$ cat config.mk
export PLATFORM = sky130hd
export DESIGN_NAME = ihq_ctrl
export DESIGN_NICKNAME = d
export VERILOG_FILES = /design/src/rtl/ihq_pkg.sv /design/src/rtl/ihq_ctrl.sv
export SDC_FILE = /design/constraint.sdc
export NUM_CORES = 1
export LEC_CHECK = 0
export ABC_CLOCK_PERIOD_IN_PS = 1250
export BUFFER_PORTS_ARGS = -buffer_cell sky130_fd_sc_hd__buf_2
export CORE_UTILIZATION = 40
export CTS_CLUSTER_DIAMETER = 30
export DETAILED_ROUTE_END_ITERATION = 16
export PLACE_DENSITY = 0.65
export SLEW_MARGIN = 20
export SYNTH_ARGS = -nofsm -noshare
export SYNTH_HDL_FRONTEND = slang
export SYNTH_SLANG_ARGS = --single-unit
$ cat constraint.sdc
create_clock -name clk -period 1.25 [get_ports clk]
set_clock_uncertainty 0.15 [all_clocks]
set_input_delay 0 -clock clk [delete_from_list [all_inputs] [get_ports clk]]
set_output_delay 0 -clock clk [all_outputs]
set_load 0.005 [all_outputs]
$ cat src/rtl/ihq_pkg.sv
package ihq_pkg;

    // Default sizes of the heap and of the stored keys.
    localparam int MAX_VARS_DEF = 1024;
    localparam int KEY_BITS_DEF = 32;

    // Fixed widths of the ports.
    localparam int OP_W     = 2;
    localparam int VID_W    = 10;
    localparam int KEYIN_W  = 32;
    localparam int STATUS_W = 3;
    localparam int OCC_W    = 11;
    localparam int CFG_W    = 11;

    localparam logic [CFG_W-1:0] ACTIVE_RESET = 11'd1024;

    typedef enum logic [OP_W-1:0] {
        OP_INSERT = 2'd0,
        OP_TAKE   = 2'd1,
        OP_UPDATE = 2'd2,
        OP_NONE   = 2'd3
    } op_t;

    typedef enum logic [STATUS_W-1:0] {
        ST_OK      = 3'd0,
        ST_EMPTY   = 3'd1,
        ST_FULL    = 3'd2,
        ST_PRESENT = 3'd3,
        ST_ABSENT  = 3'd4
    } status_t;

    typedef enum logic [3:0] {
        S_CLEAR,
        S_IDLE,
        S_CHECK,
        S_DECIDE,
        S_TAKE_A,
        S_TAKE_B,
        S_TAKE_C,
        S_DN_L,
        S_DN_R,
        S_DN_KL,
        S_DN_KR,
        S_UP_P,
        S_UP_KP,
        S_UP_CMP,
        S_FINISH
    } state_t;

    typedef enum logic [3:0] {
        CMD_NOP,
        CMD_CLEAR,
        CMD_ACCEPT,
        CMD_CHECK,
        CMD_DECIDE,
        CMD_TAKE_A,
        CMD_TAKE_B,
        CMD_TAKE_C,
        CMD_DN_L,
        CMD_DN_R,
        CMD_DN_KL,
        CMD_DN_KR,
        CMD_UP_P,
        CMD_UP_KP,
        CMD_UP_CMP,
        CMD_FINISH
    } cmd_op_t;

    // Command from the controller to the datapath.
    typedef struct packed {
        cmd_op_t op;
        logic    place;
    } cmd_t;

    // Status from the datapath to the controller.
    typedef struct packed {
        logic    clear_last;
        op_t     op;
        status_t dec_status;
        logic    count_zero;
        logic    dn_no_left;
        logic    dn_stop;
        logic    at_start;
        logic    up_root;
        logic    up_move;
        logic    out_busy;
    } dp_status_t;

endpackage

$ cat src/rtl/ihq_ctrl.sv
module ihq_ctrl
    import ihq_pkg::*;
(
    input  logic       clk,
    input  logic       rst_n,
    input  logic       in_valid,
    input  dp_status_t st,
    output logic       in_ready,
    output cmd_t       cmd
);

    state_t state_reg;
    state_t state_next;

    // State register.
    always_ff @(posedge clk or negedge rst_n)
    begin
        if (!rst_n)
        begin
            state_reg <= S_CLEAR;
        end
        else
        begin
            state_reg <= state_next;
        end
    end

    // Next state.
    always_comb
    begin
        state_next = state_reg;
        case (state_reg)
            S_CLEAR:
            begin
                if (st.clear_last)
                begin
                    state_next = S_IDLE;
                end
            end
            S_IDLE:
            begin
                if (in_valid)
                begin
                    state_next = S_CHECK;
                end
            end
            S_CHECK:
            begin
                state_next = S_DECIDE;
            end
            S_DECIDE:
            begin
                if (st.dec_status != ST_OK)
                begin
                    state_next = S_FINISH;
                end
                else
                begin
                    case (st.op)
                        OP_INSERT: state_next = S_UP_P;
                        OP_TAKE:   state_next = S_TAKE_A;
                        OP_UPDATE: state_next = S_DN_L;
                        default:   state_next = S_FINISH;
                    endcase
                end
            end
            S_TAKE_A:
            begin
                state_next = S_TAKE_B;
            end
            S_TAKE_B:
            begin
                state_next = st.count_zero ? S_FINISH : S_TAKE_C;
            end
            S_TAKE_C:
            begin
                state_next = S_DN_L;
            end
            S_DN_L:
            begin
                if (st.dn_no_left)
                begin
                    state_next = st.at_start ? S_UP_P : S_FINISH;
                end
                else
                begin
                    state_next = S_DN_R;
                end
            end
            S_DN_R:
            begin
                state_next = S_DN_KL;
            end
            S_DN_KL:
            begin
                state_next = S_DN_KR;
            end
            S_DN_KR:
            begin
                if (st.dn_stop)
                begin
                    state_next = st.at_start ? S_UP_P : S_FINISH;
                end
                else
                begin
                    state_next = S_DN_L;
                end
            end
            S_UP_P:
            begin
                state_next = st.up_root ? S_FINISH : S_UP_KP;
            end
            S_UP_KP:
            begin
                state_next = S_UP_CMP;
            end
            S_UP_CMP:
            begin
                state_next = st.up_move ? S_UP_P : S_FINISH;
            end
            S_FINISH:
            begin
                if (!st.out_busy)
                begin
                    state_next = S_IDLE;
                end
            end
            default:
            begin
                state_next = S_IDLE;
            end
        endcase
    end

    // Commands to the datapath.
    always_comb
    begin
        cmd.op    = CMD_NOP;
        cmd.place = 1'b0;
        in_ready  = 1'b0;
        case (state_reg)
            S_CLEAR:  cmd.op = CMD_CLEAR;
            S_IDLE:
            begin
                cmd.op   = CMD_ACCEPT;
                in_ready = 1'b1;
            end
            S_CHECK:  cmd.op = CMD_CHECK;
            S_DECIDE: cmd.op = CMD_DECIDE;
            S_TAKE_A: cmd.op = CMD_TAKE_A;
            S_TAKE_B: cmd.op = CMD_TAKE_B;
            S_TAKE_C: cmd.op = CMD_TAKE_C;
            S_DN_L:
            begin
                cmd.op    = CMD_DN_L;
                cmd.place = st.dn_no_left && !st.at_start;
            end
            S_DN_R:   cmd.op = CMD_DN_R;
            S_DN_KL:  cmd.op = CMD_DN_KL;
            S_DN_KR:
            begin
                cmd.op    = CMD_DN_KR;
                cmd.place = st.dn_stop && !st.at_start;
            end
            S_UP_P:
            begin
                cmd.op    = CMD_UP_P;
                cmd.place = st.up_root;
            end
            S_UP_KP:  cmd.op = CMD_UP_KP;
            S_UP_CMP:
            begin
                cmd.op    = CMD_UP_CMP;
                cmd.place = !st.up_move;
            end
            S_FINISH: cmd.op = CMD_FINISH;
            default:  cmd.op = CMD_NOP;
        endcase
    end

endmodule

# --- Word-level counts from Yosys, hierarchy flattened ---
# Index checks and enable logic that the tools add are counted.
word_totals:
  regBits: 4
  latch_bits: 0
  ramBits: 0
  mem_bits_ro: 0
  input_bits: 16
  output_inout_bits: 6
  wordCells: 43
  memories: 0
classes:
  add_sub_neg: 0
  mul: 0
  n_div: 0
  n_lt_le_gt_ge: 0
  n_eq_ne: 19
  shifts: 0
  mux: 15
  n_bitwise: 0
  n_reduce_logical: 8
ops:
  columns: ["cell", "n"]
  rows:
  - ["one-hot mux 4 bit (15 select lines)", 2]
  - ["== test 4 bit (second input constant)", 7]
  - ["2-to-1 mux 4 bit", 6]
  - ["== test 4 x 3 -> 1 bit (second input constant)", 4]
  - ["one-hot mux 4 bit (3 select lines)", 1]
  - ["2-to-1 mux 3 bit", 3]
  - ["== test 4 x 2 -> 1 bit (second input constant)", 2]
  - ["inequality test 2 bit (second input constant)", 3]
  - ["== test 4 x 1 -> 1 bit (second input constant)", 1]
  - ["logical NOT 4 bit", 1]
  - ["one-hot mux 1 bit (4 select lines)", 1]
  - ["AND reduction 3 bit", 1]
  - ["nonzero test 3 bit", 1]
  - ["== test 2 x 1 -> 1 bit (second input constant)", 1]
  - ["== test 2 bit (second input constant)", 1]
  - ["logical AND 1 bit", 2]
  - ["logical NOT 1 bit", 2]
  - ["logical NOT 2 bit", 1]
  - ["2-to-1 mux 2 bit", 1]
  - ["2-to-1 mux 1 bit", 1]

# --- Depth between registers and ports, before layout ---
# Gate-level depths: netlist of the first run.
depth:
  depth_word: 4
  ltp_mapped: 6
  depth_no_buf: 6

# --- Worst setup path after synthesis of the first run ---
# OpenSTA, ideal clock, no wires.
synth_timing:
  path_kind: "reg-to-reg"
  start: "register state_reg[3]"
  end: "register state_reg[1]"
  setup_time_ns: 0.139
  t_arrival_ns: 1.010
  required_time_ns: 0.961
  slack_ns: -0.049
  path_stages_with_launch: 5
  path_buffers: 2
  synth_period_minus_slack_ns: 1.299
  cell_sequence: "dfrtp_1 -> buf_6 -> buf_12 -> a2111oi_2 -> a221oi_2"
synth_via:
  elab_chain_len: 3
  elab_cells_between_ends: 20
  cone_classes: "17 x eq/ne; 1 x mux; 2 x reduce/logical"
synth_lines:
  columns: ["element", "line_no", "text"]
  rows:
  - ["start: declaration", "ihq_ctrl.sv:12", "state_t state_reg;"]
  - ["start signal: assignment", "ihq_ctrl.sv:24", "state_reg <= state_next;"]
  - ["== test 4 bit, or another cell as far along", "ihq_ctrl.sv:32", "case (state_reg)"]
  - ["inequality test 2 bit (no line)", null, null]
  - ["AND reduction 3 bit (no line)", null, null]
# Parallel ways exist; a longest one is shown, timed or not.
# A chain may end at the register's enable or synchronous reset.

# --- Worst setup path after layout of the first run ---
layout_timing:
  start: "register state_reg[3]"
  end: "register state_reg[2]"
# The elaborated chain is that of the path after synthesis.

==> results of run 1 <==
worst paths after layout:
check,end,depth (start not counted),start
worst min register to register,state_reg[0],3,state_reg[0]
worst max register to register,state_reg[2],6,state_reg[3]
worst max-delay path,state_reg[2],6,state_reg[3]
max in group asynchronous,state_reg[2],3,rst_n
worst min-delay path,state_reg[2],4,st[0]
min in group asynchronous,state_reg[1],3,rst_n
final cells by class:
class | instances | area (sq um) | area share (%)
inverter | 5 | 18.8 | 1.77
tap | 16 | 20.0 | 1.88
sequential | 4 | 104 | 9.78
clock buffer | 3 | 22.5 | 2.12
multi-input combinational | 64 | 504 | 47.5
timing repair buffer | 54 | 393 | 37.0
Yosys cell counts, drive strengths merged:
| cell | instances | share of area, % |
|---|---|---|
| nand2 | 11 | 6.5 |
| a21oi | 7 | 7.9 |
| buf | 7 | 11 |
| nor2 | 7 | 4.1 |
| inv | 5 | 3.0 |
| o21ai | 5 | 3.9 |
| dfrtp | 4 | 16 |
| ha | 3 | 5.9 |
| nand3 | 3 | 3.2 |
| nand3b | 3 | 5.5 |
| a21o | 2 | 2.4 |
| a31oi | 2 | 2.0 |
| nor2b | 2 | 2.0 |
| nor3 | 2 | 1.6 |
| nor4 | 2 | 3.0 |
| o221ai | 2 | 3.7 |
| a2111oi | 1 | 2.4 |
| a211o | 1 | 1.4 |
| a221oi | 1 | 2.4 |
| nand2b | 1 | 0.99 |
| nand4 | 1 | 0.99 |
| nand4bb | 1 | 1.8 |
| nor3b | 1 | 1.2 |
| o22ai | 1 | 0.99 |
| o311ai | 1 | 1.4 |
| o31ai | 1 | 1.2 |
| o32a | 1 | 1.6 |
| xnor2 | 1 | 1.4 |
| xor2 | 1 | 1.4 |
power by group:
part | total [mW] | switching [mW] | internal, mW
Sequential | 0.308 | 0.0968 | 0.211
Clock | 0.160 | 0.0527 | 0.107
Combinational | 2.05 | 0.971 | 1.08
Total | 2.52 | 1.12 | 1.40
routing by layer:
metal | global-route usage (%) | share of wire (%) | up-vias
met5 | 0 | 0 | -
met4 | 5.81 | 0.38 | 0
met3 | 2.61 | 4.8 | 2
li1 | - | - | 395
met2 | 47.2 | 52 | 28
met1 | 34.3 | 43 | 383
through the flow:
stage,util (%),setup WS (ps)
global route,71.3,-331
CTS,69.3,-211
global placement,55.9,-128
floorplan,-,-46.6
finish,71.3,-256
detailed placement,55.9,-153
timing repair:
item                                    4_1_cts  5_1_grt
endpoints found under the hold margin         6        0
buffers inserted                              8        2
hold buffers                                  7        0
resized for setup                            17        4
pin swaps                                     8        2
endpoints found under the setup margin        9        9
cells by family (layout without fill, tap and decap cells):
logic type	count (synthesis)	count (layout)
AOI/OAI and AO/OA	25	25
xor gates and xnor gates	2	2
adders and majority gates	3	3
buffers and inverters	12	62
DFF	4	4
and+or+nand+nor	34	34
worst max-delay path: cells and delay by family, from the launching register on:
family	cells	cell delay, ps
flops	1	460
simple gates	2	320
compound gates	2	210
buf+inv	2	290
==> flow_metrics.py, run 1 <==
metrics = {
    "status": {
        "status": "finished with violations",
        "violations": "setup timing",
    },
    "detailed_routing": {
        "first_iter_violations": 25,
        "ant_nets": 0,
        "via_count": 808,
        "drt_wl_total_um": 2110,
        "detail_route.wl_per_cell_um": 14.5,
        "first_pass_iters": 4,
        "drc_errors": 0,
        "viasPerCell": 5.53,
    },
    "global_routing": {
        "grt_pass1_wl_um": 3570,
        "antenna_found_initial": 0,
        "grt_pass1_vias": 770,
        "grt_usage_pct": 26.5,
        "overflow": 0,
        "grt_start_max_net_pins": 10,
    },
    "power_and_ir_drop": {
        "power_leakage_nw": 0.494,
        "powerDensity_nw_per_um2": 2370,
        "ir_worst_vdd_uv": 1260,
        "power.total_mw": 2.52,
    },
    "setup_path": {
        "slowest_delay_ps": 460,
        "end_kind": "flop",
        "cpMostUsedCell": "buf_4",
        "ff2ff_setup_slack_ps": -260,
        "worstPathMaxFanout": 8,
        "worst_setup_path_start_kind": "flop",
        "critPathRequiredTime_ps": 1270,
        "critPathSlowestCell": "dfrtp_2",
        "critPathKind": "flop to flop",
        "worst_ep_arrival_time_ps": 1530,
        "path_cells": "buf_4 > buf_4 > nor3b_1 > o21ai_1 > nand2_1 > a21o_1",
    },
    "layout": {
        "finalNonFillerCells": 146,
        "diodes": 0,
        "final_cell_mix": "21 x buf_2, 20 x buf_4, 10 x nand2_1",
        "layout_commonest_cell": "buf_2",
        "nNetsFinal": 151,
        "fillers": 128,
        "final_cell_area_sq_um": 1060,
        "layout-drive-gt1-share_pct": 53.8,
        "largest_reg_flops": 4,
        "synthToLayoutAreaGrowth_pct": 67.5,
    },
    "sta": {
        "min_period_ps": 1510,
        "finalWorstSetupSlack_ps": -256,
        "tns_ps": -1340,
        "holdWs_ps": 28.4,
        "rsz0062_at_grt": "yes",
        "worst_pin_slew_ps": 328,
        "fmax_mhz": 664,
        "finalSetupViolations": 9,
        "finalCritPeriodShare_pct": 120,
        "slew_headroom_pct": 77.9,
        "slew_violations": 0,
        "finalHoldViolCount": 0,
    },
    "placed_design": {
        "hpwl_um": 1320,
        "placed_area_sq_um": 832,
        "gp_congestion": 0.858,
        "port_buffers": 21,
        "dp_cells": 127,
    },
    "clocking": {
        "clk_pin_slew_ps": 40,
        "clockRootBuffer": "clkbuf_4",
        "cts_max_level": 1,
        "tritoncts": "yes",
        "worstSkewPairLatency_ps": 230,
        "clock-sinks": 4,
        "cts_made_buffers": 3,
        "clock_path_buffers": 2,
    },
    "floorplanning": {
        "rows": 14,
        "ios": 22,
        "start_util_pct": 42.6,
        "core-area_sq_um": 1490,
        "die_area_sq_um": 1750,
        "die_h_um": 41.8,
        "die_x_um": 41.8,
    },
    "synth": {
        "synthMuxAreaShare_pct": 0,
        "synth_top_family_by_area": "compound AO/OA/AOI/OAI gates",
        "ys_seq_area_share_pct": 15.8,
        "synth_compound_gate_area_share_pct": 31.2,
        "syn_area_per_cell_sq_um": 7.93,
        "synth_cell_types": 39,
        "synth_seq_cells": 4,
        "ys_warn_count": 0,
        "syn_inst": 80,
        "synthAdderAreaFrac_pct": 5.92,
        "synth_nets": 99,
        "syn_area_sq_um": 634,
        "post_synth_xor_area_fraction_pct": 2.76,
        "synth-simple-area-share_pct": 30.8,
    },
    "hold_path": {
        "hp-class": "input port to flop",
    },
    "flow_run": {
        "max-cap-violations": 0,
    },
}
Note: power is estimated with default switching activity, not from simulation.
==> run 2, diff against run 1 <==
==> constraint.sdc (replaced) <==
create_clock -name clk -period 1.25 [get_ports clk]
set_clock_uncertainty 0.15 [all_clocks]
set_input_delay 0 -clock clk [delete_from_list [all_inputs] [get_ports clk]]
set_output_delay 0 -clock clk [all_outputs]
set_load 0.1 [all_outputs]
==> run 2 against run 1 <==
Effect of this change: the run still ends with setup timing left; sequential cell count did not move; non-clock buffer count rose by 4; sequential share of layout area fell by 2.4 points; first-iteration DRC count rose by 130%; die area did not move; count of clock-buffer cells in the layout did not move; worst setup slack got worse by 200 ps; design area rose by 33%; critical path depth fell by 1; routed wire length rose by 66%; cell count rose by 2.7%; global-route usage rose by 3.7 points; critical path type is now flop to primary output; largest cell class unchanged.
==> flow_metrics.py, run 2 (same netlist as run 1, synthesis figures left out) <==
metrics = {
    "sta": {
        "min_period_ps": 1710,
        "finalCritPeriodShare_pct": 136,
        "slew_headroom_pct": 77.5,
        "finalWorstSetupSlack_ps": -456,
        "rsz0062_at_grt": "yes",
        "worst_pin_slew_ps": 336,
        "fmax_mhz": 586,
        "finalSetupViolations": 10,
        "finalHoldViolCount": 0,
        "slew_violations": 0,
    },
    "clocking": {
        "cts_made_buffers": 3,
        "clk_pin_slew_ps": 50,
        "clock_path_buffers": 2,
        "cts_max_level": 1,
        "clock-sinks": 4,
        "worstSkewPairLatency_ps": 250,
        "clockRootBuffer": "clkbuf_4",
        "tritoncts": "yes",
    },
    "detailed_routing": {
        "viasPerCell": 6.53,
        "ant_nets": 0,
        "drt_wl_total_um": 3520,
        "first_pass_iters": 4,
        "detail_route.wl_per_cell_um": 23.4,
        "drc_errors": 0,
        "via_count": 979,
        "first_iter_violations": 58,
    },
    "floorplanning": {
        "die_h_um": 41.8,
        "start_util_pct": 42.6,
        "die_x_um": 41.8,
        "ios": 22,
        "die_area_sq_um": 1750,
        "core-area_sq_um": 1490,
        "rows": 14,
    },
    "setup_path": {
        "slowest_delay_ps": 440,
        "worst_setup_path_start_kind": "flop",
        "critPathSlowestCell": "dfrtp_2",
        "path_cells": "buf_12 > nor3_2 > a31oi_1 > o21ai_4 > buf_12",
        "worst_ep_arrival_time_ps": 1560,
        "critPathRequiredTime_ps": 1100,
        "critPathBufInv": 2,
        "cpMostUsedCell": "buf_12",
        "critPathKind": "flop to primary output",
        "worstPathMaxFanout": 5,
        "path_delay_family": "flip-flops",
        "end_kind": "primary output",
    },
    "global_routing": {
        "grt_pass1_vias": 866,
        "grt_start_max_net_pins": 9,
        "grt_pass1_wl_um": 4020,
        "overflow": 0,
        "grt_usage_pct": 30.2,
        "antenna_found_initial": 0,
    },
    "layout": {
        "multiInputGateArea_sq_um": 653,
        "synthToLayoutAreaGrowth_pct": 122,
        "layout_commonest_cell": "buf_4",
        "diodes": 0,
        "finalNonFillerCells": 150,
        "fillers": 41,
        "final_cell_mix": "20 x buf_4, 15 x buf_2, 10 x buf_12",
        "nNetsFinal": 155,
        "seqCellArea_sq_um": 104,
        "largest_reg_flops": 4,
        "layout-drive-gt1-share_pct": 69.4,
    },
    "status": {
        "status": "finished with violations",
        "violations": "setup timing",
    },
    "hold_path": {
        "hp-class": "input port to flop",
    },
    "placed_design": {
        "port_buffers": 21,
        "hpwl_um": 1480,
        "pre_cts_ws_ps": -212,
        "gp_congestion": 0.843,
        "dp_cells": 126,
    },
    "flow_run": {
        "max-cap-violations": 0,
    },
}
run 2: changes by cell type in the layout (fill, tap and decap cells not counted), sizes merged:
cell	before	now
buf	47	56
dlygate4sd3	7	2
clkinvlp	0	1
inv	5	4
run 2: final timing paths:
kind	from	cells past startpoint	to	slack, ps
min	in_valid	4	state_reg[0]	30
max	state_reg[1]	5	cmd[0]	-460
min in group asynchronous	rst_n	3	state_reg[0]	510
max in group asynchronous	rst_n	3	state_reg[2]	220
min reg2reg	state_reg[3]	4	state_reg[3]	690
max reg2reg	state_reg[0]	8	state_reg[1]	-390
run 2: stage by stage:
stage | hold slack (ps) | TNS [ps] | area (sq um) | utilization (%)
floorplan | -446 | -1870 | 754 | -
global placement | -343 | -749 | 1050 | 70.6
detailed placement | -341 | -918 | 1050 | 70.6
CTS | 0.567 | -2200 | 1240 | 83.2
global route | 50.8 | -3480 | 1410 | 94.8
finish | 27.6 | -3310 | 1410 | 94.8
run 2: layer usage:
layer / track usage [%] / part of all wire [%] / vias up
met2: 53.8 / 50 / 86
li1: - / - / 403
met3: 3.04 / 7.5 / 23
met5: 0 / 0 / -
met4: 14.8 / 4.7 / 0
met1: 35.7 / 38 / 467
run 2: tightest hold or removal path, delay by kind of cell:
| family | cells | cell delay [ps] |
|---|---|---|
| AOI/OAI and AO/OA | 1 | 100 |
| and+or+nand+nor | 2 | 170 |
| buffers and inverters | 1 | 120 |
run 2: repair_timing:
action | 4_1_cts | 5_1_grt
pin swaps | 8 | 16
cloned | 1 | 0
hold endpoints to repair | 4 | 0
buffers inserted | 8 | 11
endpoints found under the setup margin | 10 | 10
gates resized for setup | 14 | 24
hold buffers | 2 | 0
run 2: area by class of cell:
cell class                 instances  area share, %
multi-input combinational         64           46.3
tap                               16           1.42
clock buffer                       3           1.60
inverter                           5           1.60
sequential                         4           7.36
timing repair buffer              58           41.8
Power of run 2 is left out: the tool's default activity adds up to more than one toggle a clock period on the data nets, which glitch-free logic cannot reach.
